## src/rtl/pbrle_pkg.sv

```systemverilog
package pbrle_pkg;

   localparam int MAX_WIDTH   = 4096;
   localparam int VALUE_W     = 13;
   localparam int QUEUE_DEPTH = 4;
   localparam int QPTR_W      = $clog2(QUEUE_DEPTH);
   localparam int QCNT_W      = $clog2(QUEUE_DEPTH + 1);

   localparam logic [VALUE_W-1:0] WIDTH_RESET = VALUE_W'(8);
   localparam logic [VALUE_W-1:0] WIDTH_MAX   = VALUE_W'(MAX_WIDTH);

   typedef enum logic [1:0] {
      KIND_COLOR = 2'd0,
      KIND_RUN   = 2'd1,
      KIND_EOR   = 2'd2
   } kind_type;

   typedef enum logic [1:0] {
      ST_PIXEL,
      ST_FINAL,
      ST_EOR
   } state_type;

   typedef struct packed {
      kind_type             kind;
      logic [VALUE_W-1:0]   value;
      logic                 last;
   } record_type;

endpackage

```

## src/rtl/pbrle_queue.sv

```systemverilog
module pbrle_queue (
   input  logic       clock,
   input  logic       reset,
   input  logic       push,
   input  logic [7:0] push_data,
   output logic       full,
   input  logic       pop,
   output logic       empty,
   output logic [7:0] pop_data
);
   import pbrle_pkg::*;

   logic [7:0]        mem_ff [QUEUE_DEPTH];
   logic [QPTR_W-1:0] wr_ptr_ff, wr_ptr_in;
   logic [QPTR_W-1:0] rd_ptr_ff, rd_ptr_in;
   logic [QCNT_W-1:0] count_ff, count_in;
   logic              do_push, do_pop;

   assign full     = (count_ff == QCNT_W'(QUEUE_DEPTH));
   assign empty    = (count_ff == '0);
   assign do_push  = push && !full;
   assign do_pop   = pop && !empty;
   assign pop_data = mem_ff[rd_ptr_ff];

   always_comb begin
      wr_ptr_in = do_push ? wr_ptr_ff + 1'b1 : wr_ptr_ff;
      rd_ptr_in = do_pop ? rd_ptr_ff + 1'b1 : rd_ptr_ff;
      count_in  = count_ff;
      if (do_push && !do_pop) begin
         count_in = count_ff + 1'b1;
      end else if (do_pop && !do_push) begin
         count_in = count_ff - 1'b1;
      end
   end

   always_ff @(posedge clock) begin
      if (do_push) begin
         mem_ff[wr_ptr_ff] <= push_data;
      end
   end

   always_ff @(posedge clock) begin
      if (reset) begin
         wr_ptr_ff <= '0;
         rd_ptr_ff <= '0;
         count_ff  <= '0;
      end else begin
         wr_ptr_ff <= wr_ptr_in;
         rd_ptr_ff <= rd_ptr_in;
         count_ff  <= count_in;
      end
   end

endmodule

```

## src/rtl/pbrle_back.sv

```systemverilog
module pbrle_back (
   input  logic                          clock,
   input  logic                          reset,
   input  logic [pbrle_pkg::VALUE_W-1:0] width,
   input  logic                          q_empty,
   input  logic [7:0]                    q_data,
   output logic                          q_pop,
   output logic                          out_valid,
   output pbrle_pkg::record_type         out_rec,
   input  logic                          out_pop
);
   import pbrle_pkg::*;

   state_type          state_ff, state_in;
   logic               busy_ff, busy_in;
   logic [7:0]         byte_ff, byte_in;
   logic [2:0]         idx_ff, idx_in;
   logic               color_ff, color_in;
   logic [VALUE_W-1:0] run_ff, run_in;
   logic [VALUE_W-1:0] pos_ff, pos_in;
   record_type         out_ff, out_in;
   logic               out_valid_ff, out_valid_in;

   logic               bit_now;
   logic [VALUE_W-1:0] pos_next;
   logic [VALUE_W-1:0] run_plus;
   logic               row_start, color_change, row_end;
   logic               end_later, change_later;
   logic [7:0]         below_mask;
   logic               emit;
   record_type         rec;
   logic               out_free, advance, done;

   assign bit_now      = byte_ff[idx_ff];
   assign pos_next     = pos_ff + 1'b1;
   assign run_plus     = run_ff + 1'b1;
   assign row_start    = (pos_ff == '0);
   assign color_change = (bit_now != color_ff);
   assign row_end      = (pos_next >= width);
   assign below_mask   = (8'h01 << idx_ff) - 8'h01;
   assign change_later = |((byte_ff ^ {8{bit_now}}) & below_mask);
   assign end_later    = (({1'b0, pos_next} + {{(VALUE_W - 2){1'b0}}, idx_ff})
                          >= {1'b0, width});

   // record produced by the current step
   always_comb begin
      emit      = 1'b0;
      rec.kind  = KIND_RUN;
      rec.value = run_ff;
      rec.last  = 1'b0;
      unique case (state_ff)
         ST_PIXEL: begin
            if (row_start) begin
               emit      = 1'b1;
               rec.kind  = KIND_COLOR;
               rec.value = {{(VALUE_W - 1){1'b0}}, bit_now};
               rec.last  = !row_end && !change_later && !end_later;
            end else if (color_change) begin
               emit      = 1'b1;
               rec.value = run_ff;
               rec.last  = !row_end && !change_later && !end_later;
            end else if (row_end) begin
               emit      = 1'b1;
               rec.value = run_plus;
            end
         end
         ST_FINAL: begin
            emit      = 1'b1;
            rec.value = run_ff;
         end
         ST_EOR: begin
            emit      = 1'b1;
            rec.kind  = KIND_EOR;
            rec.value = '0;
            rec.last  = 1'b1;
         end
         default: begin
            emit = 1'b0;
         end
      endcase
   end

   assign out_free = !out_valid_ff || out_pop;
   assign advance  = busy_ff && (!emit || out_free);
   assign done     = advance && ((state_ff == ST_EOR) ||
                     (state_ff == ST_PIXEL && idx_ff == 3'd0 && !row_end));
   assign q_pop    = !q_empty && (!busy_ff || done);

   always_comb begin
      state_in = state_ff;
      if (q_pop) begin
         state_in = ST_PIXEL;
      end else if (advance) begin
         unique case (state_ff)
            ST_PIXEL: begin
               if (row_end) begin
                  state_in = (row_start || color_change) ? ST_FINAL : ST_EOR;
               end
            end
            ST_FINAL: state_in = ST_EOR;
            ST_EOR:   state_in = ST_PIXEL;
            default:  state_in = ST_PIXEL;
         endcase
      end
   end

   always_comb begin
      busy_in      = busy_ff;
      byte_in      = byte_ff;
      idx_in       = idx_ff;
      color_in     = color_ff;
      run_in       = run_ff;
      pos_in       = pos_ff;
      out_in       = out_ff;
      out_valid_in = out_valid_ff && !out_pop;

      if (advance) begin
         if (emit) begin
            out_in       = rec;
            out_valid_in = 1'b1;
         end
         case (state_ff)
            ST_PIXEL: begin
               if (row_start || color_change) begin
                  color_in = bit_now;
                  run_in   = VALUE_W'(1);
               end else begin
                  run_in = run_plus;
               end
               pos_in = row_end ? '0 : pos_next;
               idx_in = idx_ff - 1'b1;
            end
            ST_EOR: begin
               run_in = '0;
            end
            default: begin
               run_in = run_ff;
            end
         endcase
      end

      if (done) begin
         busy_in = 1'b0;
      end
      if (q_pop) begin
         busy_in = 1'b1;
         byte_in = q_data;
         idx_in  = 3'd7;
      end
   end

   always_ff @(posedge clock) begin
      byte_ff <= byte_in;
      idx_ff  <= idx_in;
      out_ff  <= out_in;
   end

   always_ff @(posedge clock) begin
      if (reset) begin
         state_ff     <= ST_PIXEL;
         busy_ff      <= 1'b0;
         color_ff     <= 1'b0;
         run_ff       <= '0;
         pos_ff       <= '0;
         out_valid_ff <= 1'b0;
      end else begin
         state_ff     <= state_in;
         busy_ff      <= busy_in;
         color_ff     <= color_in;
         run_ff       <= run_in;
         pos_ff       <= pos_in;
         out_valid_ff <= out_valid_in;
      end
   end

   assign out_valid = out_valid_ff;
   assign out_rec   = out_ff;

endmodule

```

## src/rtl/packed_bilevel_row_rle_encoder.sv

```systemverilog
// Channel   Direction  Handshake               Payload
// req_      in         req_push / req_full     req_pixel_byte
// rsp_      out        rsp_pop / rsp_empty     rsp_record_kind, rsp_record_value,
//                                              rsp_last_of_item
// csr_      in         csr_write               csr_row_width
//
// The encoder takes one pixel per cycle unless a held rsp_ record stalls it. A row
// end adds a step for the end-of-row marker, and before it a step for the final run
// when the row's last pixel also emits a record of its own.
// A byte that ends a row early is finished there: its padding is skipped.
// A four-entry queue sits between input and encoder; rsp_ holds one record.
// Reset is synchronous and clears the queue, the row state and the width to 8.
// A held rsp_ transaction stalls the encoder; req_ stalls when the queue fills.
module packed_bilevel_row_rle_encoder (
   input  logic                          clock,
   input  logic                          reset,
   input  logic                          req_push,
   input  logic [7:0]                    req_pixel_byte,
   output logic                          req_full,
   output logic                          rsp_empty,
   input  logic                          rsp_pop,
   output logic [1:0]                    rsp_record_kind,
   output logic [pbrle_pkg::VALUE_W-1:0] rsp_record_value,
   output logic                          rsp_last_of_item,
   input  logic                          csr_write,
   input  logic [pbrle_pkg::VALUE_W-1:0] csr_row_width
);
   import pbrle_pkg::*;

   logic [VALUE_W-1:0] width_ff, width_in;
   logic               q_empty, q_pop;
   logic [7:0]         q_data;
   logic               out_valid;
   record_type         out_rec;

   // clamp the row width once at write time
   always_comb begin
      width_in = width_ff;
      if (csr_write) begin
         if (csr_row_width == '0) begin
            width_in = VALUE_W'(1);
         end else if (csr_row_width > WIDTH_MAX) begin
            width_in = WIDTH_MAX;
         end else begin
            width_in = csr_row_width;
         end
      end
   end

   always_ff @(posedge clock) begin
      if (reset) begin
         width_ff <= WIDTH_RESET;
      end else begin
         width_ff <= width_in;
      end
   end

   pbrle_queue u_queue (
      .clock     (clock),
      .reset     (reset),
      .push      (req_push),
      .push_data (req_pixel_byte),
      .full      (req_full),
      .pop       (q_pop),
      .empty     (q_empty),
      .pop_data  (q_data)
   );

   pbrle_back u_back (
      .clock     (clock),
      .reset     (reset),
      .width     (width_ff),
      .q_empty   (q_empty),
      .q_data    (q_data),
      .q_pop     (q_pop),
      .out_valid (out_valid),
      .out_rec   (out_rec),
      .out_pop   (rsp_pop)
   );

   assign rsp_empty        = !out_valid;
   assign rsp_record_kind  = out_rec.kind;
   assign rsp_record_value = out_rec.value;
   assign rsp_last_of_item = out_rec.last;

endmodule
```

## config.mk

```make
export PLATFORM = sky130hd
export DESIGN_NAME = packed_bilevel_row_rle_encoder
export DESIGN_NICKNAME = d
export VERILOG_FILES = /design/src/rtl/pbrle_pkg.sv /design/src/rtl/pbrle_queue.sv /design/src/rtl/pbrle_back.sv /design/src/rtl/packed_bilevel_row_rle_encoder.sv
export SDC_FILE = /design/constraint.sdc
export NUM_CORES = 1
export LEC_CHECK = 0
export BUFFER_PORTS_ARGS = -buffer_cell sky130_fd_sc_hd__buf_2
export CAP_MARGIN = 0
export CORE_MARGIN = 10
export CORE_UTILIZATION = 61
export DETAILED_ROUTE_END_ITERATION = 7
export GPL_TIMING_DRIVEN = 0
export PLACE_DENSITY = 0.8
export SETUP_SLACK_MARGIN = 0.3
export SKIP_LAST_GASP = 1
export SYNTH_ARGS = -nofsm -noshare
export SYNTH_HDL_FRONTEND = slang
export SYNTH_SLANG_ARGS = --single-unit
```

## constraint.sdc

```tcl
create_clock -name clock -period 4.66 [get_ports clock]
set_clock_uncertainty 0.15 [all_clocks]
set_input_delay 0.233 -clock clock [delete_from_list [all_inputs] [get_ports clock]]
set_output_delay 0.233 -clock clock [all_outputs]
set_load 0.02 [all_outputs]
```

==> metrics.md, run 1 <==
| Metric | Value |
|---|---|
| Status | `completed` |
| Via count | `5277` |
| Antenna viol nets, final | `0` |
| Crit-path max FO | `6` |
| Drt first pass iters | `5` |
| Crit. End Element | `flop` |
| Clock latency on the worst-skew pair | `380 ps` |
| Vias in the first global route | `5022` |
| Worst Path Arrival | `4350 ps` |
| Cell count after synthesis | `649` |
| Most common cell after layout, fill and taps aside | `edfxtp_1` |
| Initial Utilization | `62.3%` |
| Total gr overflow | `0` |
| Setup WS post-layout | `462 ps` |
| H-tree depth | `3` |
| Die H | `122 µm` |
| Worst-path clk slew | `110 ps` |
| Final Max Tran Viols | `0` |
| Startpoint Class | `flop` |
| Final nets | `798` |
| Antenna violations before repair | `0` |
| Area of the die | `14900 µm²` |
| Main flop type after synthesis | `edfxtp_1` |
| Final Hold Vio Count | `0` |
| Syn nets | `724` |
| Worst-margin pin slew | `899 ps` |
| Sequential area share after synthesis | `43.3%` |
| WS Path Type | `flop to flop` |
| Maximum clock path buffer count | `2` |
| Reg2reg start | `u_back.pos_ff[7]` |
| Root Driver | `clkbuf_8` |
| First DRT Iteration DRCs | `379` |
| Overall routed net length | `14.5 mm` |
| Num rows | `37` |
| Commonest non-fill, non-tap cells in the layout | `56 x edfxtp_1, 52 x o21ai_0, 49 x nor2_1, 49 x dfxtp_1` |
| Total CTS buffers | `9` |
| Crit path launch | `u_back.pos_ff[7]` |
| Most frequent CP cell | `and3_1` |
| Leak Pwr | `2.89 nW` |
| Post-synth cell types | `68` |
| Cell Pwr Density | `494 nW/µm²` |
| DRC | `0` |
| DPL Wire Length | `10.7 mm` |
| Async SR Flop Fraction | `0%` |
| Setup violators final | `0` |
| EDFF count, synth | `56` |
| Critical path endpoint | `u_queue.count_ff[2]` |
| Tot GR Track Use | `19.3%` |
| Post-synthesis register bit count | `110` |
| N_diodes | `0` |
| Sum Neg Setup Slack | `0 ps` |
| RSZ-0062 raised after global routing | `false` |
| Placed inst area | `6760 µm²` |
| Synthesized area per cell | `9.82 µm²` |
| Synthesized cell area | `6370 µm²` |
| Layout cells sized above 1 | `14.1%` |
| CP Data Required Time | `4820 ps` |
| Critical-path cell list | `and3_1 > and3_1 > and3_1 > xnor2_2 > inv_1 > ha_1 > nand4_1 > or3_1 > o32a_1 > o211ai_4 > ha_2 > inv_1 > fa_1 > xor2_1 > or3_1 > a21oi_1` |
| R2r setup slk | `460 ps` |
| Largest net degree at the start of global routing | `23` |
| Core area | `10200 µm²` |
| Fin area | `7250 µm²` |
| Period utilisation layout | `90.1%` |
| Max stage delay cell, worst path | `dfxtp_1` |
| Global-route wire length before repair | `23.7 mm` |
| Finished Layout Cells | `864` |
| CP max stage delay | `390 ps` |
| Reg2reg end | `u_queue.count_ff[2]` |
| Max Cap Viol | `0` |
| VDD IR max | `0.311 mV` |
| Max Freq | `238 MHz` |
| CTS tree | `yes` |
| Syn. warnings | `0` |
| Worst slack at placement | `-91.0 ps` |
| Clock sinks | `110` |
| Hold/Removal Path Class | `input port to flop` |
| Drt wl/cell | `16.8 µm` |
| Minimum clock period | `4200 ps` |
| Area delta synth->final | `13.7%` |
| I/O Buffers | `43` |
| R2R depth | `16` |
| Placed insts | `828` |
| Global placer's final weighted congestion | `0.979` |
| Max-slew headroom | `39.7%` |
| # IOs | `44` |
| DIE WIDTH | `122 µm` |
| Via density | `6.11` |
[what timing repair did]
action	in CTS	in global routing
setup endpoints to repair	2	23
pin swaps	1	2
buffers inserted	1	1
resized for setup	5	16
hold buffers	18	0
hold endpoints to repair	42	0
[power by group]
group          switching, W  internal (W)  leakage, nW
registers          0.000112       0.00124        0.966
clock network      0.000364      0.000214        0.100
logic              0.000997      0.000657         1.82
[kinds of logic after synthesis]
logic type / count (synthesis) / share of synthesized area [%]
and+or+nand+nor: 197 / 15.7
AOI/OAI and AO/OA: 174 / 17.5
DFF: 110 / 43.3
buffers and inverters: 71 / 4.32
adders and majority gates: 50 / 10.0
xor gates and xnor gates: 29 / 3.99
muxes: 18 / 5.12
[flip-flops by register name, summed over array words and instances, names as in the netlist]
name / count
u_back.idx_ff: 3
u_queue.rd_ptr_ff: 2
u_queue.mem_ff: 32
u_back.run_ff: 13
u_back.out_rec: 16
u_back.pos_ff: 13
u_back.out_valid: 1
u_back.state_ff: 2
u_queue.wr_ptr_ff: 2
u_back.byte_ff: 8
u_back.color_ff: 1
u_queue.count_ff: 3
width_ff: 13
u_back.busy_ff: 1
[cells in the mapped netlist (all sizes together), types with 5 or more instances]
cell type  number  area (µm²)
edfxtp         56        1680
dfxtp          54        1080
o21ai          54         270
nor2           50         190
ha             47         588
inv            46         173
a21oi          36         180
nand2          36         135
nand3          29         145
clkbuf         20        75.1
xnor2          20         175
a31oi          14        87.6
and3           13        81.3
nand2b         13        81.3
o31ai          12         100
mux4           10         229
nor3           10        50.1
a21o            9        67.6
xor2            9        78.8
a22oi           8        60.1
nor4            8        50.1
or3             8        50.1
and2            7        43.8
mux2i           7        86.3
a211oi          6        45.0
buf             5        27.5
nand4           5        31.3
o211ai          5        42.5
[layout make-up]
class                      count  area, µm²
buffer                        25        104
tap                          136        170
timing repair buffer          63        410
inverter                      46        173
sequential                   110       2770
multi-input combinational    468       3410
clock buffer                   9        124
fill                         749       2980
clock inverter                 7       85.1
[worst max-delay path: cells and delay by family (launching register included)]
family,cells,cell delay (ps)
AND/OR/NAND/NOR,6,1420
adder cells (fa/ha/maj),3,900
AO/OA/AOI/OAI,3,690
XOR/XNOR,2,410
flip-flops,1,390
buffers and inverters,2,170
[metal layers]
layer | vias up | routed length (µm) | track usage (%)
met1 | 2507 | 6330 | 25.7
met2 | 203 | 6730 | 30.9
met5 | - | 0 | 0
li1 | 2542 | - | -
met3 | 25 | 1120 | 3.67
met4 | 0 | 297 | 7.14
[worst min-delay path by stage]
| stage | slack [ps] | start | endpoint | cells after the start |
|---|---|---|---|---|
| after floorplan | 180 | csr_write | width_ff[0] | 1 |
| after global placement | 290 | req_pixel_byte[7] | u_queue.mem_ff[0][7] | 1 |
| after detailed placement | 300 | req_pixel_byte[2] | u_queue.mem_ff[3][2] | 1 |
| after CTS | 10 | csr_row_width[12] | width_ff[12] | 3 |
| after global routing | 30 | csr_row_width[12] | width_ff[12] | 3 |
| final | 30 | csr_row_width[12] | width_ff[12] | 3 |
[metrics by stage]
stage	util, %	hold WS [ps]	total power, W
final	70.8	31.9	0.00358
after global routing	70.8	32.0	0.00382
after CTS	70.1	11.2	0.00356
after detailed placement	66.1	301	0.00296
after global placement	66.1	292	0.00288
after floorplan	-	179	0.00254
Power figures use the tool's default switching activity.
==> inputs of run 2 (changes only) <==
--- a/config.mk
+++ b/config.mk
@@ -5,15 +5,16 @@
 export SDC_FILE = /design/constraint.sdc
 export NUM_CORES = 1
 export LEC_CHECK = 0
-export BUFFER_PORTS_ARGS = -buffer_cell sky130_fd_sc_hd__buf_2
 export CAP_MARGIN = 0
 export CORE_MARGIN = 10
-export CORE_UTILIZATION = 61
+export CORE_UTILIZATION = 64
 export DETAILED_ROUTE_END_ITERATION = 7
+export DONT_BUFFER_PORTS = 1
 export GPL_TIMING_DRIVEN = 0
 export PLACE_DENSITY = 0.8
 export SETUP_SLACK_MARGIN = 0.3
 export SKIP_LAST_GASP = 1
+export SLEW_MARGIN = 20
 export SYNTH_ARGS = -nofsm -noshare
 export SYNTH_HDL_FRONTEND = slang
 export SYNTH_SLANG_ARGS = --single-unit
==> run 2 against run 1 <==
  * Clock power shrank 1%
  * Sequential cell count is the same
  * Combinational power shrank 7%
  * Wire length grew 5.5%
  * First-iteration DRC count grew 51%
  * Non-clock buffer count shrank 32
  * Utilization grew 2.4 points
  * Total power shrank 1.1%
==> metrics.md, run 2 (same netlist as run 1, synthesis figures left out) <==
| Metric | Value |
|---|---|
| Max-slew headroom | `40.9% (+1.2 points)` |
| Vias in the first global route | `4991 (-0.62%)` |
| Clk pwr share | `16.1% (about the same)` |
| R2R depth | `19 (+3)` |
| Tot GR Track Use | `21.3% (+2.0 points)` |
| Num rows | `36 (-2.7%)` |
| Maximum clock path buffer count | `2 (unchanged)` |
| R2r setup slk | `460 ps (about the same)` |
| Comb power frac | `43.2% (-3.0 points)` |
| Hold/Removal Path Class | `input port to flop` |
| Net Sw Power | `0.00148 W (+0.22%)` |
| Number of flip-flops in the largest register | `32 (unchanged)` |
| Layout cells sized above 1 | `9.77% (-4.4 points)` |
| Worst-margin pin slew | `882 ps (-17.6 ps)` |
| Via density | `6.32 (+3.5%)` |
| N_diodes | `0 (unchanged)` |
| Antenna viol nets, final | `0 (unchanged)` |
| Via count | `5241 (-0.68%)` |
| Clock latency on the worst-skew pair | `410 ps (+30 ps)` |
| Largest net degree at the start of global routing | `22 (-4.3%)` |
| Clock sinks | `110 (unchanged)` |
| Global-route wire length before repair | `24.9 mm (+5.1%)` |
| Startpoint Class | `flop` |
| Initial Utilization | `65.5% (+3.2 points)` |
| Worst-path clk slew | `110 ps (about the same)` |
| Commonest non-fill, non-tap cells in the layout | `56 x edfxtp_1, 52 x o21ai_0, 49 x nor2_1` |
| Leak Pwr | `2.77 nW (-4.2%)` |
| Worst slack at placement | `-154 ps (-62.6 ps)` |
| Total gr overflow | `0 (unchanged)` |
| Final Max Tran Viols | `0 (unchanged)` |
| Switching part of the total power | `41.7% (+0.55 points)` |
| Filler Cells Inserted | `692 (-7.6%)` |
| Fin area | `7120 µm² (-1.7%)` |
| Hold slack | `28.9 ps (-2.98 ps)` |
| DPL Wire Length | `10.7 mm (+0.76%)` |
| Root Driver | `clkbuf_8` |
| Max Freq | `238 MHz (about the same)` |
| Minimum clock period | `4200 ps (+3.10 ps)` |
| Sum Neg Setup Slack | `0 ps (unchanged)` |
| VDD IR max | `0.418 mV (+34%)` |
| CP Data Required Time | `4850 ps (+30 ps)` |
| Crit-path max FO | `6 (unchanged)` |
| Antenna violations before repair | `0 (unchanged)` |
| DRC | `0 (unchanged)` |
| Die H | `120 µm (-2.0%)` |
| Reg2reg start | `u_back.pos_ff[0]` |
| Worst Path Arrival | `4390 ps (+40 ps)` |
| Top reg by flops | `u_queue.mem_ff` |
| Reg2reg end | `u_queue.count_ff[2]` |
| Drt wl/cell | `18.4 µm (+10%)` |
| Area of the die | `14400 µm² (-3.9%)` |
| Status | `completed` |
| I/O Buffers | `0 (-100%)` |
| Placed inst area | `6540 µm² (-3.2%)` |
| Sequential Power Share | `40.7% (+3.0 points)` |
| Drt first pass iters | `6 (+1)` |
| # IOs | `44 (unchanged)` |
| Cell Pwr Density | `498 nW/µm² (+0.65%)` |
| Final Hold Vio Count | `0 (unchanged)` |
| Hold path startpoint | `reset` |
| Min-Delay Path Depth | `3 (unchanged)` |
| Final nets | `766 (-4.0%)` |
| Total CTS buffers | `9 (unchanged)` |
| Hold EP | `u_back.pos_ff[2]` |
| RSZ-0062 raised after global routing | `false` |
| Area delta synth->final | `11.7%` |
| DIE WIDTH | `120 µm (-2.0%)` |
| Setup violators final | `0 (unchanged)` |
| Overall routed net length | `15.3 mm (+5.5%)` |
| Global placer's final weighted congestion | `0.967 (-1.2%)` |
| Int Power | `0.00207 W (-2.0%)` |
| Setup WS post-layout | `459 ps (-3.10 ps)` |
| Core area | `9730 µm² (-4.9%)` |
| Period utilisation layout | `90.2% (about the same)` |
| WS Path Type | `flop to flop` |
| First DRT Iteration DRCs | `573 (+51%)` |
| Most common cell after layout, fill and taps aside | `edfxtp_1` |
| H-tree depth | `3 (unchanged)` |
| Max Cap Viol | `0 (unchanged)` |
| CTS tree | `yes` |
| Crit. End Element | `flop` |
## run 2: changes by cell type in the layout (fill, tap and decap cells not counted), moves of 2 or more
cell / delta
buf_2: -43
dlygate4sd3_1: +6
buf_4: +5
clkinv_8: -3
inv_8: +3
dfxtp_1: -2
dfxtp_2: +2
## run 2: power groups by stage
stage                     Clock [W]  Sequential (W)  Combinational [W]
after CTS                  0.000579         0.00144            0.00148
final                      0.000570         0.00144            0.00153
after floorplan                   0         0.00142            0.00113
after global routing       0.000615         0.00147            0.00169
after global placement            0         0.00145            0.00138
after detailed placement          0         0.00146            0.00144
## run 2: repair_timing
action	in CTS	in global routing
setup buffers	1	6
setup endpoints to repair	2	30
pin swaps	1	3
resized for setup	6	19
hold buffers	24	0
hold endpoints to repair	50	0
## run 2: layout make-up
| type | count | area (µm²) | share of cell area, % |
|---|---|---|---|
| repair buffers | 31 | 293 | 4.11 |
| flip-flops and latches | 110 | 2770 | 38.9 |
| well taps | 133 | 166 | 2.34 |
| inverters | 46 | 173 | 2.42 |
| clock buffers | 9 | 124 | 1.74 |
| plain buffers | 25 | 104 | 1.46 |
| clock inverters | 7 | 67.6 | 0.949 |
| multi-input cells | 468 | 3420 | 48.0 |
## run 2: how the worst max path moves through the flow
stage / from / endpoint / slack, ps / depth (start not counted)
after detailed placement: u_back.pos_ff[0] / u_queue.count_ff[2] / -150 / 17
after floorplan: u_back.pos_ff[0] / u_queue.count_ff[2] / 530 / 17
after global routing: u_back.pos_ff[0] / u_queue.count_ff[2] / 290 / 19
final: u_back.pos_ff[0] / u_queue.count_ff[2] / 460 / 19
after CTS: u_back.pos_ff[0] / u_queue.count_ff[2] / 320 / 17
after global placement: u_back.pos_ff[0] / u_queue.count_ff[2] / -10 / 17
## run 2: layer usage
layer,vias to the layer above,share of wire [%],track usage [%]
met2,232,48,34.9
met1,2500,43,27.4
met5,-,0,0
met4,0,1.5,6.64
li1,2484,-,-
met3,25,7.5,4.92
## run 2: critical path, cell delays in order, from the launching register on
cell	delay, ps
dfxtp_4	390
ha_4	180
nand2_2	110
nor3_4	60
buf_4	130
buf_4	120
buf_4	120
nand2b_1	90
nand2_2	110
ha_1	320
nand4_1	160
or3_1	380
o32a_1	340
o211ai_4	200
ha_2	210
inv_1	60
fa_1	380
xor2_1	180
or3_1	320
a21oi_1	150
## run 2: stage by stage
| stage | instances | power (W) | util (%) |
|---|---|---|---|
| CTS | 823 | 0.00350 | 72.0 |
| detailed placement | 782 | 0.00289 | 67.2 |
| finish | 829 | 0.00354 | 73.2 |
| floorplan | 649 | 0.00254 | - |
| global placement | 782 | 0.00283 | 67.2 |
| global route | 829 | 0.00378 | 73.2 |
==> inputs of run 3 (changes only) <==
==> constraint.sdc (replaced) <==
create_clock -name clock -period 4.6 [get_ports clock]
set_clock_uncertainty 0.15 [all_clocks]
set_input_delay 0.23 -clock clock [delete_from_list [all_inputs] [get_ports clock]]
set_output_delay 0.23 -clock clock [all_outputs]
set_load 0.02 [all_outputs]
==> run 3 against run 2 <==
  * Final cell count is 0.24% higher
  * Critical path type unchanged
  * Worst hold slack worse by 1.9 ps
  * Fmax is 0.90% higher
  * Die area stayed put
  * Largest cell class unchanged
  * Total power is 1.4% higher
  * Utilization is 0.49 points higher
  * Clock-buffer cell count stayed put
  * Critical endpoint unchanged
  * Sequential cell count stayed put
  * Combinational power hardly changed
==> metrics.md, run 3 (same netlist as run 1, synthesis figures left out) <==
| Metric | Value |
|---|---|
| Status | `completed` |
| Largest net degree at the start of global routing | `22 (unchanged)` |
| Final Hold Vio Count | `0 (unchanged)` |
| Comb power frac | `43.3% (about the same)` |
| Crit. End Element | `flop` |
| Critical-path cell list | `ha_4 > nand2_2 > nor3_4 > buf_4 > buf_4 > buf_4 > nand2b_1 > nand2_2 > ha_4 > nand4_1 > or3_1 > o32a_1 > o211ai_4 > ha_2 > inv_1 > fa_2 > xor2_1 > or3_1 > a21oi_2` |
| DRC | `0 (unchanged)` |
| CTS tree | `yes` |
| Number of flip-flops in the largest register | `32 (unchanged)` |
| Drt first pass iters | `6 (unchanged)` |
| CP top delay family | `simple AND/OR/NAND/NOR gates` |
| Buf/Inv on CP | `4 (unchanged)` |
| Global placer's final weighted congestion | `0.967 (unchanged)` |
| Most frequent CP cell | `buf_4` |
| H-tree depth | `3 (unchanged)` |
| Filler Cells Inserted | `683 (-1.3%)` |
| Total CTS buffers | `9 (unchanged)` |
| Global-route wire length before repair | `24.9 mm (about the same)` |
| Min-Delay Path Depth | `3 (unchanged)` |
| Reg2reg start | `u_back.pos_ff[0]` |
| Final Max Tran Viols | `0 (unchanged)` |
| Startpoint Class | `flop` |
| Clock sinks | `110 (unchanged)` |
| Fin area | `7170 µm² (+0.67%)` |
| Worst-margin pin slew | `872 ps (-10.3 ps)` |
| Layout cells sized above 1 | `10.9% (+1.1 points)` |
| Int Power | `0.00210 W (+1.6%)` |
| Final nets | `768 (+0.26%)` |
| Overall routed net length | `15.3 mm (about the same)` |
| DIE WIDTH | `120 µm (unchanged)` |
| CP Data Required Time | `4790 ps (-60 ps)` |
| Worst Path Arrival | `4350 ps (-40 ps)` |
| Maximum clock path buffer count | `2 (unchanged)` |
| Leak Pwr | `2.78 nW (+0.35%)` |
| Antenna viol nets, final | `0 (unchanged)` |
| Hold/Removal Path Class | `input port to flop` |
| Drt wl/cell | `18.4 µm (-0.31%)` |
| Cell Pwr Density | `501 nW/µm² (+0.75%)` |
| Period utilisation layout | `90.5% (+0.36 points)` |
| Initial Utilization | `65.5% (unchanged)` |
| Antenna violations before repair | `0 (unchanged)` |
| Hold path startpoint | `reset` |
| Root Driver | `clkbuf_8` |
| Setup violators final | `0 (unchanged)` |
| Crit-path max FO | `6 (unchanged)` |
| CP max stage delay | `400 ps (about the same)` |
| Tot GR Track Use | `21.3% (about the same)` |
| R2R depth | `19 (unchanged)` |
| Clk pwr share | `16.0% (about the same)` |
| Core area | `9730 µm² (unchanged)` |
| WS Path Type | `flop to flop` |
| Max Cap Viol | `0 (unchanged)` |
| Num rows | `36 (unchanged)` |
| Max-slew headroom | `41.5% (+0.69 points)` |
| Switching part of the total power | `41.6% (-0.077 points)` |
| Via count | `5274 (+0.63%)` |
| Minimum clock period | `4160 ps (-37.5 ps)` |
| R2r setup slk | `440 ps (-20 ps)` |
| Die H | `120 µm (unchanged)` |
| I/O Buffers | `0 (unchanged)` |
| Max Freq | `240 MHz (+0.90%)` |
| Reg2reg end | `u_queue.count_ff[2]` |
| First DRT Iteration DRCs | `461 (-20%)` |
| Max stage delay cell, worst path | `or3_1` |
| Top reg by flops | `u_queue.mem_ff` |
| DPL Wire Length | `10.7 mm (unchanged)` |
| Net Sw Power | `0.00149 W (+1.2%)` |
| Area of the die | `14400 µm² (unchanged)` |
| Total design power | `0.00359 W (+1.4%)` |
| Hold EP | `u_back.pos_ff[2]` |
| Final Util | `73.7% (+0.49 points)` |
| Placed inst area | `6540 µm² (unchanged)` |
| Commonest non-fill, non-tap cells in the layout | `56 x edfxtp_1, 52 x o21ai_0, 49 x nor2_1` |
| Clock latency on the worst-skew pair | `400 ps (about the same)` |
| # IOs | `44 (unchanged)` |
| Most common cell after layout, fill and taps aside | `edfxtp_1` |
| Sequential Power Share | `40.7% (about the same)` |
| Vias in the first global route | `4984 (-0.14%)` |
| Area delta synth->final | `12.5%` |
| Via density | `6.35 (+0.39%)` |
| Worst-path clk slew | `110 ps (about the same)` |
| Hold slack | `27.1 ps (-1.86 ps)` |
| RSZ-0062 raised after global routing | `true` |
| VDD IR max | `0.423 mV (+1.2%)` |
| Total gr overflow | `0 (unchanged)` |
| N_diodes | `0 (unchanged)` |
## run 3: changes by cell type in the layout (fill, tap and decap cells not counted), sizes merged
cell | previous run | this run
buf | 13 | 15
## run 3: power groups by stage
| stage | logic (W) | registers, W | clock network (W) |
|---|---|---|---|
| after floorplan | 0.00114 | 0.00143 | 0 |
| after global placement | 0.00140 | 0.00147 | 0 |
| after detailed placement | 0.00145 | 0.00148 | 0 |
| after CTS | 0.00150 | 0.00146 | 0.000586 |
| after global routing | 0.00172 | 0.00149 | 0.000624 |
| final | 0.00156 | 0.00146 | 0.000575 |
## run 3: metrics by stage
stage               instances  TNS [ps]  setup WS [ps]
floorplan                 649         0            470
global placement          782     -74.7          -74.7
detailed placement        782      -214           -214
CTS                       823         0            309
global route              831         0            283
finish                    831         0            437
## run 3: area by class of cell
| cell class | count | area (µm²) | area share (%) |
|---|---|---|---|
| plain buffers | 25 | 104 | 1.45 |
| clock buffers | 9 | 124 | 1.73 |
| clock inverters | 7 | 67.6 | 0.942 |
| inverters | 46 | 173 | 2.41 |
| multi-input cells | 468 | 3450 | 48.2 |
| flip-flops and latches | 110 | 2780 | 38.7 |
| well taps | 133 | 166 | 2.32 |
| repair buffers | 33 | 308 | 4.29 |
## run 3: worst max path at each step
stage	startpoint	end	slack, ps	cells past startpoint
final	u_back.pos_ff[0]	u_queue.count_ff[2]	440	19
after global routing	u_back.pos_ff[0]	u_queue.count_ff[2]	280	19
after CTS	u_back.pos_ff[0]	u_queue.count_ff[2]	310	17
after detailed placement	u_back.pos_ff[0]	u_queue.count_ff[2]	-210	17
after global placement	u_back.pos_ff[0]	u_queue.count_ff[2]	-70	17
after floorplan	u_back.pos_ff[0]	u_queue.count_ff[2]	470	17
## run 3: what timing repair did
action / CTS / global route
endpoints found under the hold margin: 50 / 0
setup buffers: 1 / 8
setup endpoints to repair: 18 / 27
pin swaps: 1 / 8
hold buffers: 24 / 0
gates resized for setup: 7 / 25
## run 3: worst min-delay path, cell delays in order
cell and delay (ps):
or4b_4 120, a21oi_1 40, a21o_1 140
## run 3: metal layers
layer	share of wire (%)	global-route usage (%)
met1	42	27.3
met4	1.5	6.64
met2	49	34.8
met3	8.2	5.20
met5	0	0
